## src/oas_pkg.sv

```systemverilog
// ----------------------------------------------------------------------------
// oas_pkg
// Shared types and constants of the obstacle avoidance sequencer.
// ----------------------------------------------------------------------------
package oas_pkg;

  // sequence phases
  typedef enum logic [3:0] {
    PH_CRUISE         = 4'd0,
    PH_STOP           = 4'd1,
    PH_BACKUP         = 4'd2,
    PH_PAUSE          = 4'd3,
    PH_SCAN_LEFT      = 4'd4,
    PH_SCAN_CENTRE    = 4'd5,
    PH_SCAN_RIGHT     = 4'd6,
    PH_TURN           = 4'd7,
    PH_BLOCKED_BACKUP = 4'd8,
    PH_BLOCKED_TURN   = 4'd9,
    PH_FINAL_PAUSE    = 4'd10
  } phase_t;

  // configuration register indexes
  localparam int unsigned CFG_IDX_BITS = 4;
  localparam logic [CFG_IDX_BITS-1:0] REG_ECHO_THRESHOLD = 4'd0;
  localparam logic [CFG_IDX_BITS-1:0] REG_BACKUP_TICKS   = 4'd1;
  localparam logic [CFG_IDX_BITS-1:0] REG_TURN_TICKS     = 4'd2;
  localparam logic [CFG_IDX_BITS-1:0] REG_BLOCKED_EXTRA  = 4'd3;
  localparam logic [CFG_IDX_BITS-1:0] REG_STOP_TICKS     = 4'd4;
  localparam logic [CFG_IDX_BITS-1:0] REG_PAUSE_TICKS    = 4'd5;
  localparam logic [CFG_IDX_BITS-1:0] REG_SETTLE_TICKS   = 4'd6;
  localparam logic [CFG_IDX_BITS-1:0] REG_CRUISE_SPEED   = 4'd7;

  // motor speeds
  localparam logic [7:0] SPEED_MAX  = 8'd150;
  localparam logic [7:0] BACK_SPEED = 8'd80;
  localparam logic [7:0] TURN_FAST  = 8'd150;
  localparam logic [7:0] TURN_SLOW  = 8'd50;

  // servo positions
  localparam logic [1:0] SERVO_POS_LEFT  = 2'd0;
  localparam logic [1:0] SERVO_CENTRE    = 2'd1;
  localparam logic [1:0] SERVO_POS_RIGHT = 2'd2;

  localparam int unsigned TICK_BITS = 9;

  typedef struct packed {
    logic [15:0] echo_threshold_us;
    logic [7:0]  backup_ticks;
    logic [7:0]  turn_ticks;
    logic [7:0]  blocked_extra_ticks;
    logic [7:0]  stop_ticks;
    logic [7:0]  pause_ticks;
    logic [7:0]  settle_ticks;
    logic [7:0]  cruise_speed;
  } cfg_t;

  typedef struct packed {
    logic       left_reverse;
    logic [7:0] left_speed;
    logic       right_reverse;
    logic [7:0] right_speed;
    logic [1:0] servo_position;
    logic [3:0] phase_now;
  } result_t;

endpackage

```

## src/oas_cfg_regs.sv

```systemverilog
// ----------------------------------------------------------------------------
// oas_cfg_regs
// Configuration register file, written one register per beat.
// ----------------------------------------------------------------------------
module oas_cfg_regs
  import oas_pkg::*;
(
  input  logic                    clk,
  input  logic                    rst,
  input  logic                    cfg_valid,
  output logic                    cfg_ready,
  input  logic [CFG_IDX_BITS-1:0] cfg_index,
  input  logic [15:0]             cfg_data,
  output cfg_t                    cfg
);

  assign cfg_ready = 1'b1;

  always_ff @(posedge clk) begin
    if (rst) begin
      cfg.echo_threshold_us   <= 16'd1177;
      cfg.backup_ticks        <= 8'd8;
      cfg.turn_ticks          <= 8'd6;
      cfg.blocked_extra_ticks <= 8'd3;
      cfg.stop_ticks          <= 8'd3;
      cfg.pause_ticks         <= 8'd2;
      cfg.settle_ticks        <= 8'd4;
      cfg.cruise_speed        <= 8'd60;
    end else if (cfg_valid && cfg_ready) begin
      case (cfg_index)
        REG_ECHO_THRESHOLD: cfg.echo_threshold_us   <= cfg_data;
        REG_BACKUP_TICKS:   cfg.backup_ticks        <= cfg_data[7:0];
        REG_TURN_TICKS:     cfg.turn_ticks          <= cfg_data[7:0];
        REG_BLOCKED_EXTRA:  cfg.blocked_extra_ticks <= cfg_data[7:0];
        REG_STOP_TICKS:     cfg.stop_ticks          <= cfg_data[7:0];
        REG_PAUSE_TICKS:    cfg.pause_ticks         <= cfg_data[7:0];
        REG_SETTLE_TICKS:   cfg.settle_ticks        <= cfg_data[7:0];
        REG_CRUISE_SPEED:   cfg.cruise_speed        <= cfg_data[7:0];
        default: ;
      endcase
    end
  end

endmodule

```

## src/oas_step.sv

```systemverilog
// ----------------------------------------------------------------------------
// oas_step
// Sequence state and the per-tick next state and motor command logic.
// ----------------------------------------------------------------------------
module oas_step
  import oas_pkg::*;
#(
  parameter int ECHO_BITS = 16
) (
  input  logic        clk,
  input  logic        rst,
  input  logic        step,
  input  logic [15:0] echo_us,
  input  logic        timed_out,
  input  cfg_t        cfg,
  output result_t     result
);

  localparam int EW = (ECHO_BITS < 16) ? ECHO_BITS : 16;

  phase_t               phase, phase_next, run_phase;
  logic [TICK_BITS-1:0] tick_count, tick_count_next;
  logic [EW-1:0]        left_sample, left_sample_next;
  logic [EW-1:0]        centre_sample, centre_sample_next;
  logic                 turn_to_left, turn_to_left_next;

  logic [EW-1:0]        echo;
  logic [15:0]          echo_ext;
  logic [EW-1:0]        sample;
  logic                 detect;
  logic [TICK_BITS-1:0] tick_base, tick_inc, dur_raw, dur;
  logic                 done;
  logic [7:0]           cruise_clamped;

  assign echo     = echo_us[EW-1:0];
  assign echo_ext = 16'(echo);
  assign sample   = timed_out ? '0 : echo;
  assign detect   = !timed_out && (echo != '0) && (echo_ext < cfg.echo_threshold_us);
  assign cruise_clamped = (cfg.cruise_speed > SPEED_MAX) ? SPEED_MAX : cfg.cruise_speed;

  // a detection tick already counts as the first stop tick
  always_comb begin
    if (phase == PH_CRUISE) begin
      run_phase = detect ? PH_STOP : PH_CRUISE;
      tick_base = '0;
    end else begin
      run_phase = phase;
      tick_base = tick_count;
    end
  end

  always_comb begin
    case (run_phase)
      PH_STOP:           dur_raw = TICK_BITS'(cfg.stop_ticks);
      PH_BACKUP,
      PH_BLOCKED_BACKUP: dur_raw = TICK_BITS'(cfg.backup_ticks);
      PH_PAUSE,
      PH_FINAL_PAUSE:    dur_raw = TICK_BITS'(cfg.pause_ticks);
      PH_SCAN_LEFT,
      PH_SCAN_CENTRE,
      PH_SCAN_RIGHT:     dur_raw = TICK_BITS'(cfg.settle_ticks);
      PH_TURN:           dur_raw = TICK_BITS'(cfg.turn_ticks);
      PH_BLOCKED_TURN:   dur_raw = TICK_BITS'(cfg.turn_ticks)
                                   + TICK_BITS'(cfg.blocked_extra_ticks);
      default:           dur_raw = TICK_BITS'(cfg.pause_ticks);
    endcase
  end

  assign dur      = (dur_raw == '0) ? TICK_BITS'(1) : dur_raw;
  assign tick_inc = tick_base + TICK_BITS'(1);
  assign done     = (tick_inc >= dur);

  // next state
  always_comb begin
    phase_next         = run_phase;
    tick_count_next    = done ? '0 : tick_inc;
    left_sample_next   = left_sample;
    centre_sample_next = centre_sample;
    turn_to_left_next  = turn_to_left;
    case (run_phase)
      PH_CRUISE: begin
        tick_count_next = '0;
      end
      PH_STOP:           if (done) phase_next = PH_BACKUP;
      PH_BACKUP:         if (done) phase_next = PH_PAUSE;
      PH_PAUSE:          if (done) phase_next = PH_SCAN_LEFT;
      PH_SCAN_LEFT: begin
        if (done) begin
          phase_next       = PH_SCAN_CENTRE;
          left_sample_next = sample;
        end
      end
      PH_SCAN_CENTRE: begin
        if (done) begin
          phase_next         = PH_SCAN_RIGHT;
          centre_sample_next = sample;
        end
      end
      PH_SCAN_RIGHT: begin
        if (done) begin
          // ties go left only against right, never against centre
          if (left_sample >= sample && left_sample > centre_sample) begin
            turn_to_left_next = 1'b1;
            phase_next        = PH_TURN;
          end else if (sample > left_sample && sample > centre_sample) begin
            turn_to_left_next = 1'b0;
            phase_next        = PH_TURN;
          end else begin
            turn_to_left_next = 1'b0;
            phase_next        = PH_BLOCKED_BACKUP;
          end
        end
      end
      PH_TURN:           if (done) phase_next = PH_FINAL_PAUSE;
      PH_BLOCKED_BACKUP: if (done) phase_next = PH_BLOCKED_TURN;
      PH_BLOCKED_TURN:   if (done) phase_next = PH_FINAL_PAUSE;
      default:           if (done) phase_next = PH_CRUISE;
    endcase
  end

  // motor and servo command
  always_comb begin
    result.left_reverse   = 1'b0;
    result.left_speed     = '0;
    result.right_reverse  = 1'b0;
    result.right_speed    = '0;
    result.servo_position = SERVO_CENTRE;
    case (run_phase)
      PH_CRUISE: begin
        result.left_speed  = cruise_clamped;
        result.right_speed = cruise_clamped;
      end
      PH_BACKUP,
      PH_BLOCKED_BACKUP: begin
        result.left_reverse  = 1'b1;
        result.left_speed    = BACK_SPEED;
        result.right_reverse = 1'b1;
        result.right_speed   = BACK_SPEED;
      end
      PH_SCAN_LEFT:  result.servo_position = SERVO_POS_LEFT;
      PH_SCAN_RIGHT: result.servo_position = SERVO_POS_RIGHT;
      PH_TURN: begin
        if (turn_to_left) begin
          result.left_reverse = 1'b1;
          result.left_speed   = TURN_SLOW;
          result.right_speed  = TURN_FAST;
        end else begin
          result.left_speed    = TURN_FAST;
          result.right_reverse = 1'b1;
          result.right_speed   = TURN_SLOW;
        end
      end
      PH_BLOCKED_TURN: begin
        result.left_speed    = TURN_FAST;
        result.right_reverse = 1'b1;
        result.right_speed   = TURN_SLOW;
      end
      default: ;
    endcase
    result.phase_now = phase_next;
  end

  always_ff @(posedge clk) begin
    if (rst) begin
      phase         <= PH_CRUISE;
      tick_count    <= '0;
      left_sample   <= '0;
      centre_sample <= '0;
      turn_to_left  <= 1'b0;
    end else if (step) begin
      phase         <= phase_next;
      tick_count    <= tick_count_next;
      left_sample   <= left_sample_next;
      centre_sample <= centre_sample_next;
      turn_to_left  <= turn_to_left_next;
    end
  end

endmodule

```

## src/obstacle_avoid_sequencer.sv

```systemverilog
// ----------------------------------------------------------------------------
// obstacle_avoid_sequencer
// Tick-driven obstacle avoidance sequencer: motor and servo command per tick.
// ----------------------------------------------------------------------------
// One beat in is one 100 ms tick; each tick gives exactly one command beat out.
// A new tick is taken every clock cycle while no command is stalled; its
// command passes through the input register into the result register, with
// the sequence state updated as the tick leaves the input register. A stalled
// command holds the input register and then the input. Obstacle detection
// compares the echo width, masked to ECHO_BITS bits, with echo_threshold_us.
// Configuration is written through its own channel, which is always ready.
module obstacle_avoid_sequencer
  import oas_pkg::*;
#(
  parameter int ECHO_BITS = 16
) (
  input  logic                    clk,
  input  logic                    rst,
  input  logic                    cfg_valid,
  output logic                    cfg_ready,
  input  logic [CFG_IDX_BITS-1:0] cfg_index,
  input  logic [15:0]             cfg_data,
  input  logic                    in_valid,
  output logic                    in_ready,
  input  logic [15:0]             echo_us,
  input  logic                    timed_out,
  output logic                    out_valid,
  input  logic                    out_ready,
  output logic                    left_reverse,
  output logic [7:0]              left_speed,
  output logic                    right_reverse,
  output logic [7:0]              right_speed,
  output logic [1:0]              servo_position,
  output logic [3:0]              phase_now
);

  cfg_t        cfg;
  result_t     step_result, result;
  logic        s1_valid;
  logic [15:0] s1_echo;
  logic        s1_timed_out;
  logic        out_adv, s1_fire;

  assign out_adv  = !out_valid || out_ready;
  assign s1_fire  = s1_valid && out_adv;
  assign in_ready = !s1_valid || out_adv;

  oas_cfg_regs u_cfg (
    .clk       (clk),
    .rst       (rst),
    .cfg_valid (cfg_valid),
    .cfg_ready (cfg_ready),
    .cfg_index (cfg_index),
    .cfg_data  (cfg_data),
    .cfg       (cfg)
  );

  oas_step #(
    .ECHO_BITS (ECHO_BITS)
  ) u_step (
    .clk       (clk),
    .rst       (rst),
    .step      (s1_fire),
    .echo_us   (s1_echo),
    .timed_out (s1_timed_out),
    .cfg       (cfg),
    .result    (step_result)
  );

  // input register
  always_ff @(posedge clk) begin
    if (rst) begin
      s1_valid <= 1'b0;
    end else if (in_ready) begin
      s1_valid <= in_valid;
    end
  end

  always_ff @(posedge clk) begin
    if (in_valid && in_ready) begin
      s1_echo      <= echo_us;
      s1_timed_out <= timed_out;
    end
  end

  // result register: hold while the beat is stalled
  always_ff @(posedge clk) begin
    if (rst) begin
      out_valid <= 1'b0;
    end else if (out_adv) begin
      out_valid <= s1_valid;
    end
  end

  always_ff @(posedge clk) begin
    if (s1_fire) begin
      result <= step_result;
    end
  end

  assign left_reverse   = result.left_reverse;
  assign left_speed     = result.left_speed;
  assign right_reverse  = result.right_reverse;
  assign right_speed    = result.right_speed;
  assign servo_position = result.servo_position;
  assign phase_now      = result.phase_now;

endmodule

```

## config.mk

```make
export PLATFORM = sky130hd
export DESIGN_NAME = obstacle_avoid_sequencer
export DESIGN_NICKNAME = d
export VERILOG_FILES = /design/src/oas_pkg.sv /design/src/oas_cfg_regs.sv /design/src/oas_step.sv /design/src/obstacle_avoid_sequencer.sv
export SDC_FILE = /design/constraint.sdc
export NUM_CORES = 1
export LEC_CHECK = 0
export BUFFER_PORTS_ARGS = -buffer_cell sky130_fd_sc_hd__buf_4
export CAP_MARGIN = 40
export CORE_ASPECT_RATIO = 1.1
export CORE_MARGIN = 2
export CORE_UTILIZATION = 25
export DETAILED_ROUTE_END_ITERATION = 6
export REMOVE_ABC_BUFFERS = 1
export SLEW_MARGIN = 20
export SYNTH_ARGS = -nofsm -noshare
export SYNTH_HDL_FRONTEND = slang
export SYNTH_SLANG_ARGS = --single-unit
```

## constraint.sdc

```tcl
create_clock -name clk -period 9.9 [get_ports clk]
set_input_delay 2.97 -clock clk [delete_from_list [all_inputs] [get_ports clk]]
set_output_delay 2.97 -clock clk [all_outputs]
set_load 0.005 [all_outputs]
```

# Word level (Yosys, flattened, before mapping)
# Cells that the tools add are included.
# word_totals
reg_bits	161
latchBits	0
ram_bits	0
mem_bits_ro	0
in_bits	42
out_inout_bits	27
wordCells	110
mem_count	0
# classes
n_addsub	2
n_mul	0
div	0
magnitude_cmp	7
n_eq_ne	16
shift	0
mux	31
bitwise_logic	0
n_reduce_logical	31
# ops
operator	count
$pmux 8 s4	2
$gt 16x16->1	3
$mux 4	12
$pmux 9 s5	1
$mux 9	4
$pmux 4 s9	1
$eq 4x3->1 const B	8
$mux 8	3
$eq 4x2->1 const B	4
$ge 16x16->1	1
$lt 16x16->1	1
$mux 16	1
$reduce_and 2->1	8
$reduce_bool 16->1	1
$logic_not 4->1	3
$add 8x8->9	1
$add 9x1->9 const B	1
$ge 9x9->1	1
$logic_not 9->1	1
$reduce_and 3->1	3
$eq 4x1->1 const B	2
$eq 4x4->1 const B	2
$gt 8x8->1 const B	1
$logic_and 1x1->1	6
other kinds (7)	16

# Logic depth before layout (Yosys ltp)
# Gate-level depths: netlist (run 1).
# depth
depth_word	13
depth_mapped	20
depth_no_buf	19

# By module
# Synthesis (run 1) repeated with hierarchy kept, for this count alone.
# hier_totals
cells_unflattened	977
area_unflattened_um2	9245.1
# by_module_without_submodules
module	instances	cells_per_inst	area_per_inst_um2	seq_area_each_um2
oas_step	1	651	5033.6	920.9
oas_cfg_regs	1	275	2876.5	1441.4
obstacle_avoid_sequencer	1	51	1335.0	1271.2

# Worst setup path before layout (run 1)
# No wires, ideal clock.
# synth_timing
path_kind	input-to-output
from	input port out_ready
to	output port in_ready
arrival_time_ps	3236
required_time_ps	6930
path_slack_ps	3694
cell_stages	2
n_path_buf	0
path_cell_list	nor2b_1 nand2_1
# synth_via
elab_chain_len	2
# synth_rtl
element	line	source
start, declared	obstacle_avoid_sequencer.sv:28	input logic out_ready,
$logic_or 1x1->1	obstacle_avoid_sequencer.sv:44	assign out_adv = !out_valid || out_ready;
$logic_or 1x1->1	obstacle_avoid_sequencer.sv:46	assign in_ready = !s1_valid || out_adv;
end, declared	obstacle_avoid_sequencer.sv:24	output logic in_ready,
# Every way passes these cells.

# Worst setup path after layout (run 1)
# Same ends and word-level chain as after synthesis.

==> results.yml, run 1 <==
status:
  status: "complete, no violations"
clock_tree:
  path_clk_slew_ns: 0.06
  postCtsSetupBuffers: 0
  cts_tree: "built"
  clkSinkCount: 156
  clk_latency_ns: 0.44
  cts-resized-gates: 0
  clockBufferDepth: 2
  htree_levels: 4
  cts_root_buffer: "clkbuf_16"
  hold_buffers: 0
  cts_buffers: 17
job:
  max_cap_violations: 0
global_route:
  grt_start_max_net_pins: 48
  globalRoute.totalOverflow: 0
  antenna_found_initial: 0
  grt_pass1_vias: 7019
  grt_usage_pct: 12.68
  grt_pass1_wl_um: 36330
setup_path:
  crit_path_end_kind: "output pin"
  start_kind: "primary input"
  required_ns: 6.93
  worstPathMaxFanout: 4
  r2r_cells: 17
  critical_path_class: "in2out"
  crit_arrival_ns: 3.54
cells_and_area:
  diodes: 0
  area_growth_pct: 17.85
  drive_gt1_share_pct: 11.85
  stdcell_area_mm2: 0.01019
  nets: 1149
floorplanning:
  start_util_pct: 25.35
  ioPinCount: 69
  fp.dieArea_mm2: 0.03610
  die_h_um: 199.1
  coreArea_mm2: 0.03411
  die_w_um: 181.3
  rows: 71
routing:
  wire_per_inst_um: 15.23
  wirelength_um: 22480
  route.detailed.drc: 0
  vias: 7130
  detail_route.iter0.violations: 485
  ant_nets: 0
  routed_via_density: 4.831
  dr.pass1.iters: 5
sta:
  fin_skew_ns: 0.01058
  max_freq_mhz: 153.5
  setup_viol: 0
  hold_slack_ns: 0.4543
  worst_slew_pin_slew_ns: 0.8129
  min_period_ns: 6.514
  finalSetupTns_ns: 0
  max_slew_margin_pct: 45.81
  finalHoldViolations: 0
  drv_slew: 0
  rsz0062_at_grt: "no"
  timing.final.crit_share_pct: 65.80
synth:
  syn_area_mm2: 0.008648
  synth_adder_area_share_pct: 11.95
  ys_types: 61
  synth.avg_cell_area_um2: 8.834
  synthSimpleGateAreaFrac_pct: 19.21
  synth_top_family_by_area: "simple AND/OR/NAND/NOR gates"
  synthTopCellsByArea: "dfxtp_1 28%, edfxtp_1 13%, ha_1 12%"
  synth-edff-count: 36
  yosys.area.top_type: "dfxtp_1"
  netlist_instances: 979
  synthFlopType: "dfxtp_1"
  yosysWarningCount: 0
  muxShareOfSynthArea_pct: 6.829
  synth_top_area_share_pct: 27.78
  ys_ff_latch: 156
  synthArstFlopShare_pct: 0
  ys_seq_area_share_pct: 40.28
  synthXorXnorAreaFrac_pct: 0.9115
  synth_compound_area_share_pct: 15.60
hold_path:
  min_path_type: "reg2reg"
  min_path_cells: 2
pwr:
  p_leak_nw: 3.913
  totalPowerFinal_mw: 1.528
  vdd_ir_drop_max_mv: 0.06936
  powerDensity_mw_per_mm2: 149.9
placement:
  portBuffers: 67
  placed_cell_area_mm2: 0.009562
  place_hpwl_um: 16800
  gp_congestion: 0.8120
[sequential cells by signal (all words and copies together), names as in the netlist, 2 cells and up]
register / cells
s1_echo: 16
u_step.centre_sample: 16
u_step.left_sample: 16
servo_position: 2
right_speed: 3
left_speed: 8
u_step.tick_count: 9
u_step.phase: 4
phase_now: 4
u_cfg.cfg: 72
[layout by cell type (no fill, tap or decap), types with 3 or more instances in the layout]
cell type / netlist / layout
a211o_1: 17 / 17
a211oi_1: 6 / 6
a21o_1: 8 / 8
a21oi_1: 84 / 84
a221oi_1: 9 / 9
a22oi_1: 10 / 10
a31oi_1: 6 / 6
and2_1: 5 / 5
and3_1: 11 / 11
buf_4: 6 / 74
clkbuf_16: 0 / 17
clkinv_4: 0 / 3
dfxtp_1: 120 / 120
edfxtp_1: 36 / 36
ha_1: 81 / 81
inv_1: 62 / 62
inv_6: 0 / 7
mux2i_1: 59 / 59
nand2_1: 106 / 106
nand2b_1: 7 / 7
nand3_1: 19 / 19
nand3b_1: 4 / 4
nand4_1: 14 / 14
nor2_1: 117 / 117
nor2b_1: 29 / 29
nor3_1: 11 / 11
nor3b_1: 5 / 5
nor4_1: 6 / 6
o211ai_1: 6 / 6
o21a_1: 5 / 5
o21ai_0: 34 / 34
o31ai_1: 4 / 4
or2_2: 3 / 3
or3_1: 6 / 6
xnor2_1: 8 / 8
[power by group]
group	total (mW)	switching [mW]	internal, mW
sequential	0.685	0.0159	0.669
clock	0.671	0.290	0.381
combinational	0.172	0.104	0.0682
[metal layers]
layer	vias up	part of all wire [%]	track usage, %
met3	26	3.7	2.041
met1	3413	46	16.30
met2	144	48	21.13
met5	-	0	0
met4	0	2.3	5.450
li1	3547	-	-
[layout make-up]
class / instances / area, um2
clock inverters: 15 / 175.2
repair buffers: 78 / 610.6
flip-flops and latches: 156 / 3483
multi-input cells: 710 / 4717
fillers: 3599 / 23920
inverters: 62 / 232.7
clock buffers: 17 / 425.4
well taps: 438 / 548.0
[worst max-delay path: stages]
cell and delay [ns]:
buf_4 0.11, nor2b_1 0.22, nand2_1 0.10, buf_4 0.14
[cells by family (layout without fill, tap and decap cells)]
family / after synthesis / after routing
other: 1 / 1
muxes: 59 / 59
adders and majority gates: 82 / 82
AOI/OAI and AO/OA: 208 / 208
xor gates and xnor gates: 9 / 9
DFF: 156 / 156
buffers and inverters: 113 / 172
and+or+nand+nor: 351 / 351
[cells in the mapped netlist, types with 6 or more instances]
cell type,n
a211o_1,17
a211oi_1,6
a21o_1,8
a21oi_1,84
a221oi_1,9
a22oi_1,10
a31oi_1,6
and3_1,11
buf_4,6
clkbuf_1,41
dfxtp_1,120
edfxtp_1,36
ha_1,81
inv_1,62
mux2i_1,59
nand2_1,106
nand2b_1,7
nand3_1,19
nand4_1,14
nor2_1,117
nor2b_1,29
nor3_1,11
nor4_1,6
o211ai_1,6
o21ai_0,34
or3_1,6
xnor2_1,8
[path summary, 6_finish.rpt]
kind | end | startpoint | slack [ns]
max | in_ready | out_ready | 3.39
max reg2reg | u_step.left_sample[0]$_SDFFE_PP0P_ | s1_echo[6]$_DFFE_PP_ | 4.64
min | u_cfg.cfg[69]$_SDFFE_PP0P_ | u_cfg.cfg[69]$_SDFFE_PP0P_ | 0.45
min reg2reg | u_cfg.cfg[69]$_SDFFE_PP0P_ | u_cfg.cfg[69]$_SDFFE_PP0P_ | 0.45
[through the flow]
stage               util, %  setup slack (ns)  cells
global placement      27.93             3.414   1439
CTS                   29.79             3.385   1474
floorplan                 -             3.694    928
finish                29.88             3.386   1476
global route          29.88             3.292   1476
detailed placement    28.03             3.391   1442
(Power assumes the default switching activity.)
==> run 2, diff against run 1 <==
==> constraint.sdc (replaced) <==
create_clock -name clk -period 6.1 [get_ports clk]
set_input_delay 1.83 -clock clk [delete_from_list [all_inputs] [get_ports clk]]
set_output_delay 1.83 -clock clk [all_outputs]
set_load 0.005 [all_outputs]
==> results.yml, run 2 (synthesis gave the netlist of run 1 again) <==
status:
  status: "complete, no violations"
routing:
  wirelength_um: 22820
  wire_per_inst_um: 15.45
  ant_nets: 0
  routed_via_density: 4.820
  detail_route.iter0.violations: 497
  route.detailed.drc: 0
  vias: 7119
  dr.pass1.iters: 5
cells_and_area:
  drive_gt1_share_pct: 11.93
  diodes: 0
  largest_register_ffs: 72
  nets: 1150
  max_flop_register: "u_cfg.cfg"
  area_growth_pct: 17.75
  stdcell_area_mm2: 0.01018
  fillers: 3625
  final_cell_mix: "120 x dfxtp_1, 117 x nor2_1, 106 x nand2_1"
  mostFrequentLayoutCell: "dfxtp_1"
clock_tree:
  cts_buffers: 17
  hold_buffers: 0
  clkSinkCount: 156
  postCtsSetupBuffers: 0
  htree_levels: 4
  cts-resized-gates: 0
  clockBufferDepth: 2
  cts_root_buffer: "clkbuf_16"
  clk_latency_ns: 0.43
  path_clk_slew_ns: 0.06
  cts_tree: "built"
job:
  max_cap_violations: 0
setup_path:
  crit_arrival_ns: 5.37
  worstPathMaxFanout: 17
  critPathMostFrequentCell: "a21oi_1"
  critical_path_class: "reg2reg"
  path_cells: "ha_1 -> a21o_1 -> a21oi_1 -> a21oi_1 -> nor4b_4 -> nor2_2 -> a221oi_1 -> nand3_1 -> o31ai_1 -> ha_1 -> nor2b_1 -> o21ai_0 -> a21oi_1 -> o21a_1 -> or4_1 -> a21oi_1 -> nor2_1"
  crit_path_end_kind: "flop"
  crit_path_max_incr_delay_ns: 0.89
  cp_slowest_cell: "or4_1"
  required_ns: 6.39
  start_kind: "flop"
sta:
  worst_slew_pin_slew_ns: 0.8507
  setup_viol: 0
  finalHoldViolations: 0
  max_freq_mhz: 197.1
  rsz0062_at_grt: "no"
  min_period_ns: 5.075
  finalSetupTns_ns: 0
  hold_slack_ns: 0.4560
  fin_skew_ns: 0.01027
  max_slew_margin_pct: 43.29
  drv_slew: 0
  timing.final.crit_share_pct: 83.19
pwr:
  powerDensity_mw_per_mm2: 240.2
  p_leak_nw: 3.906
  power_switching_mw: 0.6356
  seqPwrFrac_pct: 45.4
  combPwrFrac_pct: 11.5
  swShare_pct: 25.98
  vdd_ir_drop_max_mv: 0.2135
  intPower_mw: 1.811
  clockPowerShare_pct: 43.1
floorplanning:
  rows: 71
  coreArea_mm2: 0.03411
  start_util_pct: 25.35
  die_w_um: 181.3
  fp.dieArea_mm2: 0.03610
  die_h_um: 199.1
  ioPinCount: 69
placement:
  place_hpwl_um: 16790
  gp_congestion: 0.8695
  portBuffers: 67
  placed_cell_area_mm2: 0.009559
global_route:
  antenna_found_initial: 0
  grt_usage_pct: 12.68
  grt_pass1_vias: 6979
  grt_pass1_wl_um: 36250
  grt_start_max_net_pins: 82
  globalRoute.totalOverflow: 0
hold_path:
  min_path_type: "reg2reg"
==> run 2: power by group through the flow <==
stage / logic, mW / clock network [mW] / registers (mW)
2_1_floorplan: 0.158 / 0 / 1.13
3_3_place_gp: 0.274 / 0 / 1.13
3_5_place_dp: 0.278 / 0 / 1.13
4_1_cts: 0.280 / 1.08 / 1.11
5_1_grt: 0.312 / 1.13 / 1.11
6_report: 0.281 / 1.05 / 1.11
==> run 2: final cells by class <==
| class | instances | area, um2 | area share [%] |
|---|---|---|---|
| multi-input combinational | 710 | 4717 | 46.32 |
| sequential | 156 | 3483 | 34.21 |
| timing repair buffer | 79 | 613.1 | 6.020 |
| tap | 438 | 548.0 | 5.382 |
| clock buffer | 21 | 483.0 | 4.743 |
| inverter | 62 | 232.7 | 2.285 |
| clock inverter | 11 | 106.4 | 1.044 |
==> run 2: through the flow <==
stage	total power, mW	instances	setup slack (ns)	utilization (%)
4_1_cts	2.469	1475	0.9854	29.75
5_1_grt	2.550	1477	0.6146	29.85
6_report	2.446	1477	1.025	29.85
3_3_place_gp	1.406	1442	1.172	28.00
2_1_floorplan	1.284	928	1.606	-
3_5_place_dp	1.411	1443	1.007	28.02
==> run 2: worst paths after layout <==
kind	from	endpoint	slack, ns	cells past startpoint
hold reg to reg	u_cfg.cfg[70]$_SDFFE_PP0P_	u_cfg.cfg[70]$_SDFFE_PP0P_	0.46	2
setup reg to reg	s1_echo[6]$_DFFE_PP_	u_step.left_sample[0]$_SDFFE_PP0P_	1.03	17
setup / recovery	s1_echo[6]$_DFFE_PP_	u_step.left_sample[0]$_SDFFE_PP0P_	1.03	17
hold / removal	u_cfg.cfg[70]$_SDFFE_PP0P_	u_cfg.cfg[70]$_SDFFE_PP0P_	0.46	2
==> run 2: critical path: cells and delay by family, from the launching register on <==
kind	cells	cell delay [ns]
compound gates	9	2.00
flops	1	0.42
simple gates	6	2.02
fa+ha+maj	2	0.50
==> run 2: routing by layer <==
| layer | vias up | track usage (%) | routed length, um | part of all wire, % |
|---|---|---|---|---|
| met5 | - | 0 | 0 | 0 |
| met4 | 0 | 4.758 | 412 | 1.8 |
| met3 | 27 | 2.424 | 1131 | 5.0 |
| met2 | 170 | 20.93 | 10800 | 47 |
| met1 | 3377 | 16.47 | 10480 | 46 |
| li1 | 3545 | - | - | - |
